File: src/hdl/sqvg_pkg.sv
// ----------------------------------------------------------------------------
// sqvg_pkg: shared types, constants and table functions
// Holds the grid cell word passed from the front end to the vertex back end,
// the angle and saturation constants, and the elaboration-time sine table
// builder.
// ----------------------------------------------------------------------------
`default_nettype none

package sqvg_pkg;

	// Angles in whole degrees.
	localparam int unsigned FULL_TURN = 360;
	localparam int unsigned HALF_TURN = 180;
	localparam int unsigned QUARTER_TURN = 90;
	localparam int unsigned THREE_QUARTER_TURN = 270;
	localparam int unsigned ANG_W = 9;
	localparam int unsigned ANG_SUM_W = 10;
	localparam int unsigned QIDX_W = 7;

	// Configuration register indexes.
	localparam int unsigned CFG_IDX_W = 2;
	localparam int unsigned CFG_DATA_W = 15;
	localparam logic [CFG_IDX_W-1:0] REG_RADIUS = 2'd0;
	localparam logic [CFG_IDX_W-1:0] REG_LAT_STEP = 2'd1;
	localparam logic [CFG_IDX_W-1:0] REG_LON_STEP = 2'd2;
	localparam int unsigned RADIUS_W = 15;
	localparam logic [RADIUS_W-1:0] RADIUS_RESET = 15'd100;
	localparam logic [ANG_W-1:0] STEP_RESET = 9'd20;

	// Output format.
	localparam int unsigned POS_W = 24;
	localparam logic [POS_W-1:0] POS_MAX = 24'h7FFFFF;
	localparam logic [POS_W-1:0] NEG_MAG = 24'h800000;

	// Corner codes within a quad.
	localparam logic [1:0] CORNER_FIRST = 2'd0;
	localparam logic [1:0] CORNER_LAST = 2'd3;

	// Cell queue geometry.
	localparam int unsigned QDEPTH = 2;
	localparam int unsigned QPTR_W = 1;
	localparam int unsigned QCNT_W = 2;

	// Sine table builder working precision.
	localparam int unsigned WORK_FRAC = 30;
	localparam longint unsigned PI_W = 64'd3373259426;

	// One grid cell: base angles, far-corner angles and the final-cell flag.
	typedef struct packed {
		logic [ANG_W-1:0] th0;
		logic [ANG_SUM_W-1:0] th1;
		logic [ANG_W-1:0] ph0;
		logic [ANG_SUM_W-1:0] ph1;
		logic last;
	} cell_t;

	// Fixed-point multiply at the working precision.
	function automatic longint unsigned mul_w(input longint unsigned a,
		input longint unsigned b);
		return (a * b) >> WORK_FRAC;
	endfunction

	// Next Taylor term numerator: t * x * x.
	function automatic longint unsigned term_w(input longint unsigned t,
		input longint unsigned x);
		return mul_w(mul_w(t, x), x);
	endfunction

	// First-quadrant sine of k degrees, rounded to frac fraction bits.
	function automatic int unsigned quarter_sin(input int unsigned k,
		input int unsigned frac);
		longint unsigned x;
		longint unsigned t;
		longint s;
		longint unsigned mag;
		x = (longint'(k) * PI_W + 64'd90) / 180;
		t = x;
		s = longint'(x);
		t = term_w(t, x) / 6;   s = s - longint'(t);
		t = term_w(t, x) / 20;  s = s + longint'(t);
		t = term_w(t, x) / 42;  s = s - longint'(t);
		t = term_w(t, x) / 72;  s = s + longint'(t);
		t = term_w(t, x) / 110; s = s - longint'(t);
		t = term_w(t, x) / 156; s = s + longint'(t);
		t = term_w(t, x) / 210; s = s - longint'(t);
		t = term_w(t, x) / 272; s = s + longint'(t);
		t = term_w(t, x) / 342; s = s - longint'(t);
		t = term_w(t, x) / 420; s = s + longint'(t);
		t = term_w(t, x) / 506; s = s - longint'(t);
		t = term_w(t, x) / 600; s = s + longint'(t);
		if (s < 0) begin
			s = 0;
		end
		mag = ($unsigned(s) + (64'd1 << (WORK_FRAC - 1 - frac))) >> (WORK_FRAC - frac);
		return 32'(mag);
	endfunction

endpackage

`default_nettype wire

File: src/hdl/sqvg_queue.sv
// ----------------------------------------------------------------------------
// sqvg_queue: cell queue
// Two-entry first-in first-out store of cell words between the grid walker
// and the vertex back end.
// ----------------------------------------------------------------------------
`default_nettype none

module sqvg_queue (
	input  wire logic clk,
	input  wire logic arst_n,
	input  wire logic push,
	input  wire sqvg_pkg::cell_t cell_in,
	output logic full,
	output logic q_valid,
	output sqvg_pkg::cell_t head,
	input  wire logic pop
);

	sqvg_pkg::cell_t mem_q [sqvg_pkg::QDEPTH];
	logic [sqvg_pkg::QPTR_W-1:0] wr_ptr_q;
	logic [sqvg_pkg::QPTR_W-1:0] rd_ptr_q;
	logic [sqvg_pkg::QCNT_W-1:0] count_q;

	assign full = count_q == sqvg_pkg::QCNT_W'(sqvg_pkg::QDEPTH);
	assign q_valid = count_q != '0;
	assign head = mem_q[rd_ptr_q];

	// Entry storage.
	always_ff @(posedge clk) begin
		if (push) begin
			mem_q[wr_ptr_q] <= cell_in;
		end
	end

	// Pointers and fill count.
	always_ff @(posedge clk or negedge arst_n) begin
		if (!arst_n) begin
			wr_ptr_q <= '0;
			rd_ptr_q <= '0;
			count_q <= '0;
		end else begin
			if (push) begin
				wr_ptr_q <= wr_ptr_q + 1'b1;
			end
			if (pop) begin
				rd_ptr_q <= rd_ptr_q + 1'b1;
			end
			case ({push, pop})
				2'b10: count_q <= count_q + 1'b1;
				2'b01: count_q <= count_q - 1'b1;
				default: count_q <= count_q;
			endcase
		end
	end

`ifndef SYNTHESIS
	a_no_overflow: assert property (@(posedge clk) disable iff (!arst_n)
		push |-> !full)
		else $error("cell pushed into a full queue");
	a_no_underflow: assert property (@(posedge clk) disable iff (!arst_n)
		pop |-> q_valid)
		else $error("cell popped from an empty queue");
`endif

endmodule

`default_nettype wire

File: config.mk
export PLATFORM = sky130hd
export DESIGN_NAME = sqvg_queue
export DESIGN_NICKNAME = d
export VERILOG_FILES = /design/src/hdl/sqvg_pkg.sv /design/src/hdl/sqvg_queue.sv
export SDC_FILE = /design/constraint.sdc
export NUM_CORES = 1
export LEC_CHECK = 0
export BUFFER_PORTS_ARGS = -buffer_cell sky130_fd_sc_hd__buf_2
export CAP_MARGIN = 15
export CORE_MARGIN = 2
export CORE_UTILIZATION = 55
export CTS_CLUSTER_SIZE = 28
export DETAILED_ROUTE_END_ITERATION = 12
export GPL_ROUTABILITY_DRIVEN = 1
export GPL_TIMING_DRIVEN = 0
export PLACE_DENSITY = 0.91
export REMOVE_ABC_BUFFERS = 1
export SYNTH_ARGS = -nofsm -noshare
export SYNTH_HDL_FRONTEND = slang
export SYNTH_SLANG_ARGS = --single-unit
export TNS_END_PERCENT = 1
File: constraint.sdc
create_clock -name clk -period 5.3 [get_ports clk]
set_input_delay 0.795 -clock clk [delete_from_list [all_inputs] [get_ports clk]]
set_output_delay 0.795 -clock clk [all_outputs]
set_load 0.03 [all_outputs]
Word-level counts from Yosys, hierarchy flattened
Memories as Yosys holds them, arrays and structs flattened.
Cells that the tools add are included.
- reduce and logical (&&, ||, !) cells: 2
- $add $sub $neg: 4
- eq/ne operators: 3
- mux-type cells: 3
- operators with widths (operator ; count):
    == test 2 bit (second input constant) ; 2
    case mux 2 bit (2 select lines) ; 1
    nonzero test 2 bit ; 2
    adder 1 bit (second input constant) ; 2
    adder 2 x 1 -> 2 bit (second input constant) ; 1
    == test 2 x 1 -> 1 bit (second input constant) ; 1
    2-to-1 mux 1 bit ; 2
    subtractor 2 x 1 -> 2 bit (second input constant) ; 1
- bits in registers: 4
- logic and storage cells: 16
- bits in writable memories: 78
- memories kept: 1
- bits of input ports: 43
- memory list (memory ; words ; width ; read ports ; clocked after Yosys merged registers in ; wr ports ; RTL line ; RTL):
    mem_q ; 2 ; 39 ; 1 ; 0 ; 1 ; sqvg_queue.sv:19 ; sqvg_pkg::cell_t mem_q [sqvg_pkg::QDEPTH];

Longest topological paths before layout
- depth in word-level cells: 2
- mapped depth: 5
- depth with buffers taken out: 5

Worst setup path after synthesis
No wires, ideal clock.
- path type: in2reg
- start point: input port push
- end point: memory mem_q[0][0] (netlist bit) (enable)
- arrival time: 2493 ps
- buffers on the path: 0
- stages on the path: 2
- setup slack: 2371 ps
- cells stage by stage: inv_1 > nor2_1
- word-level cells in the longest chain between the ends: 2
- ends and longest elaborated chain (what ; RTL line ; RTL):
    start, declared ; sqvg_queue.sv:11 ; input wire logic push,
    2-to-1 mux 1 bit ; sqvg_queue.sv:30 ; if (push) begin
    2-to-1 mux 1 bit (implied by the code) ; sqvg_queue.sv:31 ; mem_q[wr_ptr_q] <= cell_in;
    end, declared ; sqvg_queue.sv:19 ;
Every way passes these cells.

==> summary.txt <==
Die
  • Starting Density: between 50% and 60%
  • Top Ports: 84
  • Row cnt: 26
  • DIE WIDTH: slightly below 80 µm
  • Core ar.: ~5200 µm²
  • Die area: ~6100 µm²
  • Floorplan die height: 78.0 µm

Detailed routing
  • Pre-antenna DRT Iters: 4
  • Total wire length: about 4.9 mm
  • Via density: between 4 and 5
  • Wire per inst: between 15 and 20 µm
  • Antenna viol nets, final: 0
  • Initial DRC count: between 100 and 150
  • DRC viols: 0
  • Vias: around 1,500

STA
  • Worst Max-Slew Pin Slew: about 0.92 ns
  • WHS: 0.257 ns
  • Fin crit share: slightly above 50%
  • Pins Over Slew Limit: 0
  • Fmax: ~0.37 GHz
  • Final clock skew: 0.00530 ns
  • Final hold vios: 0
  • Worst slew margin: between 30% and 40%
  • RSZ-0062 raised after global routing: false
  • Final Setup Violations: 0
  • Setup TNS Final: 0 ns
  • Minimum clock period: ~2.7 ns

Place
  • Placed cell area: ~3500 µm²
  • Post-DP HPWL: between 3 and 4 mm
  • Placed cells: 287
  • Port buffer count: 83
  • Routability congestion estimate: roughly 0.75

Clock tree
  • Skew-Pair Late Insertion Delay: 0.34 ns
  • Clock tree sinks: between 80 and 90
  • Clk buf depth: 2
  • CTS resizes: 0
  • CTS tree: built
  • Number of buffers created by CTS: 9
  • Hold Buf Count CTS: 0
  • CTS clk-pin slew, worst paths: about 0.070 ns
  • Postcts setup bufs: 0
  • CTS H-tree lvls: 3
  • Clk root buf: clkbuf_8

GRT
  • Largest net degree at the start of global routing: just over 40
  • Global route overflow: 0
  • Initial antenna violation count: 0
  • First-pass GRT wire length: roughly 7.7 mm
  • Overall Global Routing Usage: between 15 and 20%
  • Number of global-route vias before repair: 1,619

Setup path
  • WS Path Type: reg2out
  • Crit path max fanout: 40
  • Req. time, crit path: roughly 4.5 ns
  • Slowest library cell on the worst path: dfrtp_2
  • CP Data Arrival Time: 1.91 ns
  • Crit-path max cell delay: 0.96 ns
  • CP Launch Type: register
  • CP cell instances: mux2_2, buf_2
  • Crit. End Element: output port
  • Worst Reg-to-Reg Cells: 1

Cells and area
  • Area growth from synthesis to layout: 23.1%
  • Fillers: about 360
  • FF/Latch Area: 2440 µm²
  • Layout cells sized above 1: between 60% and 70%
  • Most common cell after layout, fill and taps aside: buf_2
  • Ant. Diodes: 0
  • Fin area: about 3700 µm²
  • Final Non-Filler Cells: between 300 and 400
  • Most frequent cells in the layout: buf_2 (83), edfxtp_1 (78), mux2_2 (39), clkbuf_8 (9)
  • Area occupied by multi-input gates: 532 µm²
  • Final nets: roughly 270

Logic synthesis
  • Sequential area share after synthesis: about four fifths
  • Flops & latches, synth: between 80 and 90
  • Synthesized area: around 3000 µm²
  • Average size of a mapped cell: ~22 µm²
  • Post-Syn Instances: between 100 and 150
  • Yosys warns: 0
  • Yosys cell types: 12

Power
  • Power per Cell Area: around 570 nW/µm²
  • Max IR drop VDD: ~0.38 mV
  • Leakage power figure: around 1.4 nW
  • Total power draw: roughly 0.0021 W

Outcome
  • Status: finished clean

Job
  • Max Cap Viol: 0

Min path
  • Min-delay worst type: in2async
==> cell families after synthesis <==
group | Yosys count | synth area share (%)
XOR/XNOR | 5 | 1.45
multiplexers | 39 | 14.6
AND/OR/NAND/NOR | 5 | 0.914
flip-flops | 82 | 81.0
buffers and inverters | 5 | 1.62
adder cells (fa/ha/maj) | 1 | 0.415
==> sequential cells by signal, summed over array words and instances, names as in the netlist <==
signal / count
wr_ptr_q: 1
rd_ptr_q: 1
mem_q: 78
count_q: 2
==> worst max-delay path: cells and delay by family, from the launching register on <==
family                 cells  cell delay (ns)
flip-flops                 1             0.96
multiplexers               1             0.43
buffers and inverters      1             0.18
==> layout make-up <==
class                      instances  area share (%)
clock inverter                     7            2.26
timing repair buffer              84            11.7
tap                               70            2.36
clock buffer                       9            3.34
multi-input combinational         50            14.3
inverter                           1           0.101
sequential                        82            65.9
==> stage by stage <==
step / worst slack (ns) / util (%)
after floorplan: 2.37 / -
after global placement: 1.45 / 66.7
after detailed placement: 2.93 / 67.3
after CTS: 2.56 / 71.3
after global routing: 2.51 / 71.3
final: 2.59 / 71.3
==> Yosys cell counts <==
cell	count	area, µm²
dfrtp_1	4	100
and2_1	1	6.26
xor2_1	3	26.3
or2_2	1	6.26
inv_1	1	3.75
ha_1	1	12.5
edfxtp_1	78	2340
xnor2_1	2	17.5
mux2_2	39	439
buf_6	4	45.0
nor2_1	2	7.51
and2b_1	1	7.51
==> path summary, 6_finish.rpt <==
path | from | endpoint | slack, ns
setup / recovery | rd_ptr_q | head[27] | 2.59
hold / removal | arst_n | count_q[0] | 0.26
setup reg to reg | wr_ptr_q | mem_q[1][33] | 3.69
hold reg to reg | count_q[1] | count_q[1] | 0.49
max in group asynchronous | arst_n | rd_ptr_q | 4.91
min in group clk | count_q[1] | count_q[1] | 0.49
==> metal layers <==
layer | vias up | share of wire, % | global-route usage [%]
met5 | - | 0 | 0
met4 | 0 | 1.8 | 7.89
met3 | 9 | 5.4 | 4.25
met2 | 54 | 54 | 30.7
met1 | 715 | 39 | 18.9
li1 | 720 | - | -
==> report_power, final <==
part / leakage [nW] / internal (W) / total [W] / switching (W)
logic: 0.534 / 0.000263 / 0.000700 / 0.000437
registers: 0.778 / 0.000862 / 0.000958 / 0.0000958
clock network: 0.102 / 0.000260 / 0.000461 / 0.000201
total: 1.41 / 0.00138 / 0.00212 / 0.000734
No activity file was read; power rests on OpenSTA's default activity.
