==> src/hdl/sqvg_pkg.sv <==
// ----------------------------------------------------------------------------
// sqvg_pkg: shared types, constants and table functions
// Holds the grid cell word passed from the front end to the vertex back end,
// the angle and saturation constants, and the elaboration-time sine table
// builder.
// ----------------------------------------------------------------------------
`default_nettype none

package sqvg_pkg;

	// Angles in whole degrees.
	localparam int unsigned FULL_TURN = 360;
	localparam int unsigned HALF_TURN = 180;
	localparam int unsigned QUARTER_TURN = 90;
	localparam int unsigned THREE_QUARTER_TURN = 270;
	localparam int unsigned ANG_W = 9;
	localparam int unsigned ANG_SUM_W = 10;
	localparam int unsigned QIDX_W = 7;

	// Configuration register indexes.
	localparam int unsigned CFG_IDX_W = 2;
	localparam int unsigned CFG_DATA_W = 15;
	localparam logic [CFG_IDX_W-1:0] REG_RADIUS = 2'd0;
	localparam logic [CFG_IDX_W-1:0] REG_LAT_STEP = 2'd1;
	localparam logic [CFG_IDX_W-1:0] REG_LON_STEP = 2'd2;
	localparam int unsigned RADIUS_W = 15;
	localparam logic [RADIUS_W-1:0] RADIUS_RESET = 15'd100;
	localparam logic [ANG_W-1:0] STEP_RESET = 9'd20;

	// Output format.
	localparam int unsigned POS_W = 24;
	localparam logic [POS_W-1:0] POS_MAX = 24'h7FFFFF;
	localparam logic [POS_W-1:0] NEG_MAG = 24'h800000;

	// Corner codes within a quad.
	localparam logic [1:0] CORNER_FIRST = 2'd0;
	localparam logic [1:0] CORNER_LAST = 2'd3;

	// Cell queue geometry.
	localparam int unsigned QDEPTH = 2;
	localparam int unsigned QPTR_W = 1;
	localparam int unsigned QCNT_W = 2;

	// Sine table builder working precision.
	localparam int unsigned WORK_FRAC = 30;
	localparam longint unsigned PI_W = 64'd3373259426;

	// One grid cell: base angles, far-corner angles and the final-cell flag.
	typedef struct packed {
		logic [ANG_W-1:0] th0;
		logic [ANG_SUM_W-1:0] th1;
		logic [ANG_W-1:0] ph0;
		logic [ANG_SUM_W-1:0] ph1;
		logic last;
	} cell_t;

	// Fixed-point multiply at the working precision.
	function automatic longint unsigned mul_w(input longint unsigned a,
		input longint unsigned b);
		return (a * b) >> WORK_FRAC;
	endfunction

	// Next Taylor term numerator: t * x * x.
	function automatic longint unsigned term_w(input longint unsigned t,
		input longint unsigned x);
		return mul_w(mul_w(t, x), x);
	endfunction

	// First-quadrant sine of k degrees, rounded to frac fraction bits.
	function automatic int unsigned quarter_sin(input int unsigned k,
		input int unsigned frac);
		longint unsigned x;
		longint unsigned t;
		longint s;
		longint unsigned mag;
		x = (longint'(k) * PI_W + 64'd90) / 180;
		t = x;
		s = longint'(x);
		t = term_w(t, x) / 6;   s = s - longint'(t);
		t = term_w(t, x) / 20;  s = s + longint'(t);
		t = term_w(t, x) / 42;  s = s - longint'(t);
		t = term_w(t, x) / 72;  s = s + longint'(t);
		t = term_w(t, x) / 110; s = s - longint'(t);
		t = term_w(t, x) / 156; s = s + longint'(t);
		t = term_w(t, x) / 210; s = s - longint'(t);
		t = term_w(t, x) / 272; s = s + longint'(t);
		t = term_w(t, x) / 342; s = s - longint'(t);
		t = term_w(t, x) / 420; s = s + longint'(t);
		t = term_w(t, x) / 506; s = s - longint'(t);
		t = term_w(t, x) / 600; s = s + longint'(t);
		if (s < 0) begin
			s = 0;
		end
		mag = ($unsigned(s) + (64'd1 << (WORK_FRAC - 1 - frac))) >> (WORK_FRAC - frac);
		return 32'(mag);
	endfunction

endpackage

`default_nettype wire

==> src/hdl/sqvg_front.sv <==
// ----------------------------------------------------------------------------
// sqvg_front: grid walker
// Accepts request words, applies restart, works out the four corner angles
// and the final-cell flag, pushes the cell into the queue and advances the
// grid position.
// ----------------------------------------------------------------------------
`default_nettype none

module sqvg_front (
	input  wire logic clk,
	input  wire logic arst_n,
	input  wire logic [sqvg_pkg::ANG_W-1:0] lat_step,
	input  wire logic [sqvg_pkg::ANG_W-1:0] lon_step,
	input  wire logic in_valid,
	output logic in_stall,
	input  wire logic restart,
	input  wire logic q_full,
	output logic push,
	output sqvg_pkg::cell_t cell_word
);

	logic [sqvg_pkg::ANG_W-1:0] theta_q;
	logic [sqvg_pkg::ANG_W-1:0] phi_q;
	logic [sqvg_pkg::ANG_W-1:0] du;
	logic [sqvg_pkg::ANG_W-1:0] dv;
	logic [sqvg_pkg::ANG_W-1:0] u;
	logic [sqvg_pkg::ANG_W-1:0] v;
	logic [sqvg_pkg::ANG_SUM_W-1:0] u_far;
	logic [sqvg_pkg::ANG_SUM_W-1:0] v_far;
	logic u_wrap;
	logic v_wrap;

	// Clamp a step into 1..360 degrees.
	function automatic logic [sqvg_pkg::ANG_W-1:0] eff_step(
		input logic [sqvg_pkg::ANG_W-1:0] s);
		if (s == '0) begin
			return sqvg_pkg::ANG_W'(1);
		end
		if (s > sqvg_pkg::ANG_W'(sqvg_pkg::FULL_TURN)) begin
			return sqvg_pkg::ANG_W'(sqvg_pkg::FULL_TURN);
		end
		return s;
	endfunction

	// The front stalls only when the cell queue is full.
	assign in_stall = q_full;
	assign push = in_valid && !q_full;

	// Classify the cell from the current grid position.
	always_comb begin
		du = eff_step(lat_step);
		dv = eff_step(lon_step);
		u = restart ? '0 : theta_q;
		v = restart ? '0 : phi_q;
		u_far = {1'b0, u} + {1'b0, du};
		v_far = {1'b0, v} + {1'b0, dv};
		u_wrap = u_far >= sqvg_pkg::ANG_SUM_W'(sqvg_pkg::FULL_TURN);
		v_wrap = v_far >= sqvg_pkg::ANG_SUM_W'(sqvg_pkg::FULL_TURN);
		cell_word.th0 = u;
		cell_word.th1 = u_far;
		cell_word.ph0 = v;
		cell_word.ph1 = v_far;
		cell_word.last = u_wrap && v_wrap;
	end

	// Step phi, and theta when phi wraps; both restart from zero on a wrap.
	always_ff @(posedge clk or negedge arst_n) begin
		if (!arst_n) begin
			theta_q <= '0;
			phi_q <= '0;
		end else if (push) begin
			if (v_wrap) begin
				phi_q <= '0;
				theta_q <= u_wrap ? '0 : u_far[sqvg_pkg::ANG_W-1:0];
			end else begin
				phi_q <= v_far[sqvg_pkg::ANG_W-1:0];
				theta_q <= u;
			end
		end
	end

`ifndef SYNTHESIS
	a_grid_in_range: assert property (@(posedge clk) disable iff (!arst_n)
		theta_q < sqvg_pkg::ANG_W'(sqvg_pkg::FULL_TURN)
		&& phi_q < sqvg_pkg::ANG_W'(sqvg_pkg::FULL_TURN))
		else $error("grid position left the 0..359 range");
`endif

endmodule

`default_nettype wire

==> config.mk <==
export PLATFORM = sky130hd
export DESIGN_NAME = sqvg_front
export DESIGN_NICKNAME = d
export VERILOG_FILES = /design/src/hdl/sqvg_pkg.sv /design/src/hdl/sqvg_front.sv
export SDC_FILE = /design/constraint.sdc
export NUM_CORES = 1
export LEC_CHECK = 0
export BUFFER_PORTS_ARGS = -buffer_cell sky130_fd_sc_hd__buf_4
export CAP_MARGIN = 20
export CORE_ASPECT_RATIO = 0.7
export CORE_UTILIZATION = 56
export CTS_BUF_LIST = sky130_fd_sc_hd__clkbuf_16
export DETAILED_ROUTE_END_ITERATION = 6
export PLACE_DENSITY = 0.93
export SYNTH_ARGS = -nofsm -noshare
export SYNTH_HDL_FRONTEND = slang
export SYNTH_SLANG_ARGS = --single-unit
==> constraint.sdc <==
create_clock -name clk -period 7.04 [get_ports clk]
set_input_delay 0.704 -clock clk [delete_from_list [all_inputs] [get_ports clk]]
set_output_delay 0.704 -clock clk [all_outputs]
set_load 0.05 [all_outputs]
== Yosys cells after proc, flatten, opt, wreduce, memory -nomap -nowiden ==
Cells that the tools add are included.

* Word-level logic and storage cells: 32
* Output and inout bits: 41
* Bits of input ports: 23
* Register bits after elaboration: 18

* Add/sub/neg operators: 2
* $lt $le $gt $ge: 4
* Reductions and logical operators: 5
* Multiplexer cells: 19

{| class="wikitable"
|+ Operators by type and width
! cell !! count
|-
| $mux W9 || 13
|-
| $add A9 B9 Y10 || 2
|-
| $ge A10 B9 Y1 const B || 2
|-
| $gt A9 B9 Y1 const B || 2
|-
| $logic_not A9 Y1 || 2
|-
| $mux W1 || 6
|-
| $logic_and A1 B1 Y1 || 2
|-
| $logic_not A1 Y1 || 1
|}

== Depth between registers and ports, before layout ==
* Word-level depth: 9
* Gate-level depth with buffers: 17
* Depth with buffers taken out: 16

== Least setup slack after synthesis ==
Ideal clock, no wire load.

* Kind: input -> output
* Start: in restart
* End: out cell_word[0] (netlist bit)
* Data required time: 6.336 ns
* Path buffers: 3
* Data arrival time: 5.459 ns
* Stages on the path: 13
* Slack: 0.877 ns
* Cells stage by stage: clkbuf_1 > clkbuf_1 > nor2b_1 > ha_1 > fa_1 > a21o_1 > a21oi_1 > xnor2_1 > o21a_1 > a21oi_1 > nand2b_1 > buf_1 > a21boi_0

{| class="wikitable"
|+ RTL lines
! element !! line !! text
|-
| start, declared || sqvg_front.sv:16 || <nowiki>input wire logic restart,</nowiki>
|-
| end, declared || sqvg_front.sv:19 || <nowiki>output sqvg_pkg::cell_t cell_word</nowiki>
|}

==> impl_results.html <==
<table>
<tr><th>Metric</th><th>Value</th></tr>
<tr><th colspan="2">Outcome</th></tr>
<tr><td>Status</td><td>completed</td></tr>
<tr><th colspan="2">Global route</th></tr>
<tr><td>GRT Util Overall</td><td>0.3205</td></tr>
<tr><td>Pin count of the biggest net entering global routing</td><td>20</td></tr>
<tr><td>First-pass GRT wire length</td><td>just over 9 mm</td></tr>
<tr><td>Global routing met2 resource utilization</td><td>0.4830</td></tr>
<tr><td>Remaining Overflow, GRT</td><td>0</td></tr>
<tr><td>Number of global-route vias before repair</td><td>a little under 2,000</td></tr>
<tr><td>Antenna violations before repair</td><td>0</td></tr>
<tr><td>Met1 demand-to-capacity share in global routing</td><td>0.4704</td></tr>
<tr><td>Met3 routing resource usage after global routing</td><td>0.06395</td></tr>
<tr><td>Highest-utilization routing layer at the global route stage</td><td>met2</td></tr>
<tr><th colspan="2">Setup path</th></tr>
<tr><td>Largest driver fanout on the critical path</td><td>11</td></tr>
<tr><td>End of the worst register-to-register path</td><td>theta_q[6]$_DFFE_PN0P_</td></tr>
<tr><td>Setup slack on the worst flop-to-flop path</td><td>approximately 3800 ps</td></tr>
<tr><td>Kind of start point of the critical path</td><td>input pin</td></tr>
<tr><td>Critical Setup Path Class</td><td>in -&gt; out</td></tr>
<tr><td>Data arrival time of the critical path</td><td>just under 5000 ps</td></tr>
<tr><td>FF-to-FF Start</td><td>phi_q[0]$_DFFE_PN0P_</td></tr>
<tr><td>Number of cells on the worst reg-to-reg path</td><td>11</td></tr>
<tr><td>Timing startpoint of the critical path</td><td>lon_step[0]</td></tr>
<tr><td>Setup crit end kind</td><td>output port</td></tr>
<tr><td>Critical path data required time</td><td>approximately 6300 ps</td></tr>
<tr><td>Crit path to</td><td>cell_word[0]</td></tr>
<tr><th colspan="2">STA</th></tr>
<tr><td>Share of the clock period used by the worst path</td><td>0.7952</td></tr>
<tr><td>Post-route clock skew</td><td>about 3.9 ps</td></tr>
<tr><td>Maximum clock rate</td><td>0.1786 GHz</td></tr>
<tr><td>Setup repair after global routing missed its margin</td><td>false</td></tr>
<tr><td>Hold Vio Cnt, Final</td><td>0</td></tr>
<tr><td>Max-slew violation count</td><td>0</td></tr>
<tr><td>Summed negative setup slack over all endpoints</td><td>0 ps</td></tr>
<tr><td>Worst-case hold slack</td><td>roughly 310 ps</td></tr>
<tr><td>Worst slew margin relative to its limit</td><td>0.5172</td></tr>
<tr><td>Final Setup Violations</td><td>0</td></tr>
<tr><td>Transition time at the pin with the least slew margin</td><td>716.6 ps</td></tr>
<tr><td>Crit path time final</td><td>between 5000 and 6000 ps</td></tr>
<tr><th colspan="2">Pwr</th></tr>
<tr><td>Maximum vdd ir drop</td><td>around 0.0003 V</td></tr>
<tr><td>Leak Pwr</td><td>between 1 and 1.5 nW</td></tr>
<tr><td>Total power per unit cell area</td><td>roughly 450 nW/um^2</td></tr>
<tr><th colspan="2">Synth</th></tr>
<tr><td>Number of synthesized flops with an enable pin</td><td>0</td></tr>
<tr><td>Adder and majority gate portion of the synthesized area</td><td>0.1328</td></tr>
<tr><td>Portion of netlist area occupied by mux cells</td><td>0</td></tr>
<tr><td>Async set-reset flop share out of synthesis</td><td>1.000</td></tr>
<tr><td>Register area share after synthesis</td><td>0.2256</td></tr>
<tr><td>Cell area after technology mapping</td><td>1997 sq um</td></tr>
<tr><td>Area fraction in compound gates after synthesis</td><td>0.2751</td></tr>
<tr><td>Area fraction in and, or, nand and nor cells after synthesis</td><td>0.2782</td></tr>
<tr><td>Largest family of logic cells by synthesized area</td><td>simple AND/OR/NAND/NOR gates</td></tr>
<tr><td>Mean post-synth cell area</td><td>8.286 sq um</td></tr>
<tr><td>Synth Warn #</td><td>0</td></tr>
<tr><td>#FFs+latches synth</td><td>18</td></tr>
<tr><td>Syn nets</td><td>about 280</td></tr>
<tr><td>Dominant register cell in the synthesized netlist</td><td>sky130_fd_sc_hd__dfrtp_1</td></tr>
<tr><td>Post-synthesis share of cell area spent on xor and xnor gates</td><td>0.03947</td></tr>
<tr><td>Post-synthesis instance total</td><td>between 200 and 250</td></tr>
<tr><td>Number of distinct library cells after synthesis</td><td>53</td></tr>
<tr><th colspan="2">Placement</th></tr>
<tr><td>Placed instance count</td><td>340</td></tr>
<tr><td>Port Buffer Count</td><td>63</td></tr>
<tr><td>Final HPWL DP</td><td>between 4 and 5 mm</td></tr>
<tr><td>GPL Wtd Cong</td><td>0.8841</td></tr>
<tr><th colspan="2">Clock network</th></tr>
<tr><td>Hold-fix buffers, CTS</td><td>0</td></tr>
<tr><td>Cts bufs inserted</td><td>3</td></tr>
<tr><td>Postcts setup bufs</td><td>0</td></tr>
<tr><td>Sink Count</td><td>18</td></tr>
<tr><td>Cts repair resizes</td><td>0</td></tr>
<tr><td>Clk_lat worst skew</td><td>around 250 ps</td></tr>
<tr><td>CTS clk-pin slew, worst paths</td><td>roughly 50 ps</td></tr>
<tr><td>Maximum count of clock buffers along a single path</td><td>2</td></tr>
<tr><td># H-tree levels</td><td>1</td></tr>
<tr><td>Root buf cell</td><td>sky130_fd_sc_hd__clkbuf_16</td></tr>
<tr><td>TritonCTS clock tree</td><td>built</td></tr>
<tr><th colspan="2">Flow run</th></tr>
<tr><td>Max-capacitance violation count</td><td>0</td></tr>
<tr><th colspan="2">Floorplanning</th></tr>
<tr><td>Die Area</td><td>3813 sq um</td></tr>
<tr><td>Width of the die</td><td>around 73 um</td></tr>
<tr><td>Starting density of the core</td><td>0.6096</td></tr>
<tr><td>Site Rows</td><td>17</td></tr>
<tr><td>Die span in y</td><td>between 50 and 60 um</td></tr>
<tr><td>Core ar.</td><td>about 3300 sq um</td></tr>
<tr><td>Number of top-level pins</td><td>64</td></tr>
<tr><th colspan="2">Drt</th></tr>
<tr><td>Antenna Violating Nets Remaining</td><td>0</td></tr>
<tr><td>DRC violation count after routing</td><td>0</td></tr>
<tr><td>Initial DRC Count</td><td>approximately 180</td></tr>
<tr><td>WL per Instance</td><td>around 17 um</td></tr>
<tr><td>Number of iterations in the first detailed-routing pass</td><td>5</td></tr>
<tr><td>Detailed-route wire length</td><td>between 5 and 6 mm</td></tr>
<tr><td>Via Count</td><td>between 2,000 and 2,500</td></tr>
<tr><td>Average via count per standard cell</td><td>roughly 6.1</td></tr>
<tr><th colspan="2">Cells and area</th></tr>
<tr><td>Total number of nets in the final design</td><td>between 300 and 400</td></tr>
<tr><td>Count of inserted antenna diode cells</td><td>0</td></tr>
<tr><td>Area added between synthesis and finish</td><td>27.76%</td></tr>
<tr><td>Share of cells above drive strength 1</td><td>0.2727</td></tr>
<tr><td>Number of standard cells in the final layout excluding fillers</td><td>~340</td></tr>
<tr><th colspan="2">Worst hold path</th></tr>
<tr><td>Tightest Hold Check Type</td><td>in -&gt; async</td></tr>
</table>
power by group:
| part | internal (W) | switching, W | leakage (nW) |
|---|---|---|---|
| clock | 0.0000756 | 0.0000400 | 0.0385 |
| combinational | 0.000285 | 0.000569 | 0.967 |
| sequential | 0.000149 | 0.0000220 | 0.237 |
| total | 0.000510 | 0.000631 | 1.24 |
cell type report:
cell class	count	area, sq um
clock buffers	3	75.07
well taps	47	58.81
flip-flops and latches	18	450.4
multi-input cells	201	1449
clock inverters	1	3.754
repair buffers	63	473.0
inverters	11	41.29
fillers	243	724.4
through the flow:
| stage | utilization | cell area [sq um] | setup WS, ps | total power (W) |
|---|---|---|---|---|
| floorplan | - | 1997 | 877.1 | 0.0008132 |
| global placement | 0.7548 | 2472 | 1765 | 0.0009926 |
| detailed placement | 0.7548 | 2472 | 1534 | 0.001010 |
| CTS | 0.7788 | 2551 | 1506 | 0.001134 |
| global route | 0.7788 | 2551 | 1222 | 0.001199 |
| finish | 0.7788 | 2551 | 1442 | 0.001140 |
synth_stat cells (2+ instances only):
cell type	count	area, sq um
sky130_fd_sc_hd__nand2_1	28	105.1
sky130_fd_sc_hd__nor2b_1	21	131.4
sky130_fd_sc_hd__dfrtp_1	18	450.4
sky130_fd_sc_hd__ha_1	18	225.2
sky130_fd_sc_hd__a21oi_1	14	70.07
sky130_fd_sc_hd__o21ai_0	12	60.06
sky130_fd_sc_hd__nand2b_1	11	68.82
sky130_fd_sc_hd__inv_1	10	37.54
sky130_fd_sc_hd__a32o_1	8	80.08
sky130_fd_sc_hd__nor2_1	8	30.03
sky130_fd_sc_hd__clkbuf_1	7	26.28
sky130_fd_sc_hd__xnor2_1	7	61.31
sky130_fd_sc_hd__and2_1	5	31.28
sky130_fd_sc_hd__nand3_1	5	25.02
sky130_fd_sc_hd__nor3_1	4	20.02
sky130_fd_sc_hd__nor4_1	4	25.02
sky130_fd_sc_hd__o21a_1	4	30.03
sky130_fd_sc_hd__or3_1	4	25.02
sky130_fd_sc_hd__a211o_1	3	26.28
sky130_fd_sc_hd__a21o_1	3	22.52
sky130_fd_sc_hd__o211ai_1	3	22.52
sky130_fd_sc_hd__o31ai_2	3	37.54
sky130_fd_sc_hd__or2_2	3	18.77
sky130_fd_sc_hd__a21boi_0	2	15.01
sky130_fd_sc_hd__a31oi_1	2	12.51
sky130_fd_sc_hd__buf_4	2	15.01
sky130_fd_sc_hd__fa_1	2	40.04
sky130_fd_sc_hd__nand4_1	2	12.51
sky130_fd_sc_hd__o22ai_1	2	12.51
sky130_fd_sc_hd__o31ai_4	2	42.54
sky130_fd_sc_hd__xor2_1	2	17.52
flip-flops by register name, indices dropped and copies added, names as in the netlist:
signal	cells
theta_q	9
phi_q	9
how the worst min path moves through the flow:
stage                         start                      to  slack (ps)  cells after the start
6_report                     arst_n  theta_q[7]$_DFFE_PN0P_         310                      1
5_1_grt                      arst_n  theta_q[8]$_DFFE_PN0P_         330                      1
4_1_cts                      arst_n  theta_q[7]$_DFFE_PN0P_         320                      1
3_5_place_dp   phi_q[0]$_DFFE_PN0P_    phi_q[0]$_DFFE_PN0P_         460                      2
3_3_place_gp   phi_q[5]$_DFFE_PN0P_    phi_q[5]$_DFFE_PN0P_         460                      2
2_1_floorplan                arst_n    phi_q[0]$_DFFE_PN0P_         410                      0
cells in the final DEF (no fill, tap or decap), drive strengths merged, types with 2 or more instances in the layout:
cell	netlist	final
nor2	8	8
a31oi	2	2
o31ai	5	5
clkinv	1	2
nor4	4	4
clkbuf	7	3
buf	4	63
a21o	3	3
nand2b	11	11
a21oi	14	14
a32o	8	8
ha	18	18
or3	4	4
o22ai	2	2
nor3	4	4
or2	4	4
or4	2	2
nand2	28	28
a21boi	2	2
nor2b	21	21
a211o	3	3
inv	10	10
fa	2	2
nand3	5	5
nand4	2	2
xnor2	7	7
xor2	2	2
a211oi	2	2
dfrtp	18	18
o21a	5	5
and2	5	5
o211ai	3	3
o21ai	12	12
routing by layer:
metal  vias to the layer above  wire length, um
met3                        12              441
met2                       103             2467
met5                         -                0
li1                        998                -
met4                         0               76
met1                       988             2701
worst max-delay path: stages:
cell,delay [ps]
sky130_fd_sc_hd__buf_4,110
sky130_fd_sc_hd__or3_1,360
sky130_fd_sc_hd__a21oi_1,150
sky130_fd_sc_hd__nor2_1,50
sky130_fd_sc_hd__o21ai_0,570
sky130_fd_sc_hd__nand2_1,110
sky130_fd_sc_hd__o21ai_0,100
sky130_fd_sc_hd__ha_1,240
sky130_fd_sc_hd__inv_1,70
sky130_fd_sc_hd__fa_1,410
sky130_fd_sc_hd__nor2b_1,210
sky130_fd_sc_hd__o2111ai_1,210
sky130_fd_sc_hd__and3b_1,260
sky130_fd_sc_hd__a2111oi_0,450
sky130_fd_sc_hd__o21a_4,210
sky130_fd_sc_hd__or2_4,210
sky130_fd_sc_hd__a21boi_0,230
sky130_fd_sc_hd__buf_4,230
kinds of logic after synthesis:
kind of cell / count (synthesis)
flip-flops: 18
XOR/XNOR: 9
AND/OR/NAND/NOR: 102
buffers and inverters: 22
adder cells (fa/ha/maj): 20
AO/OA/AOI/OAI: 70
(Power assumes the default switching activity.)
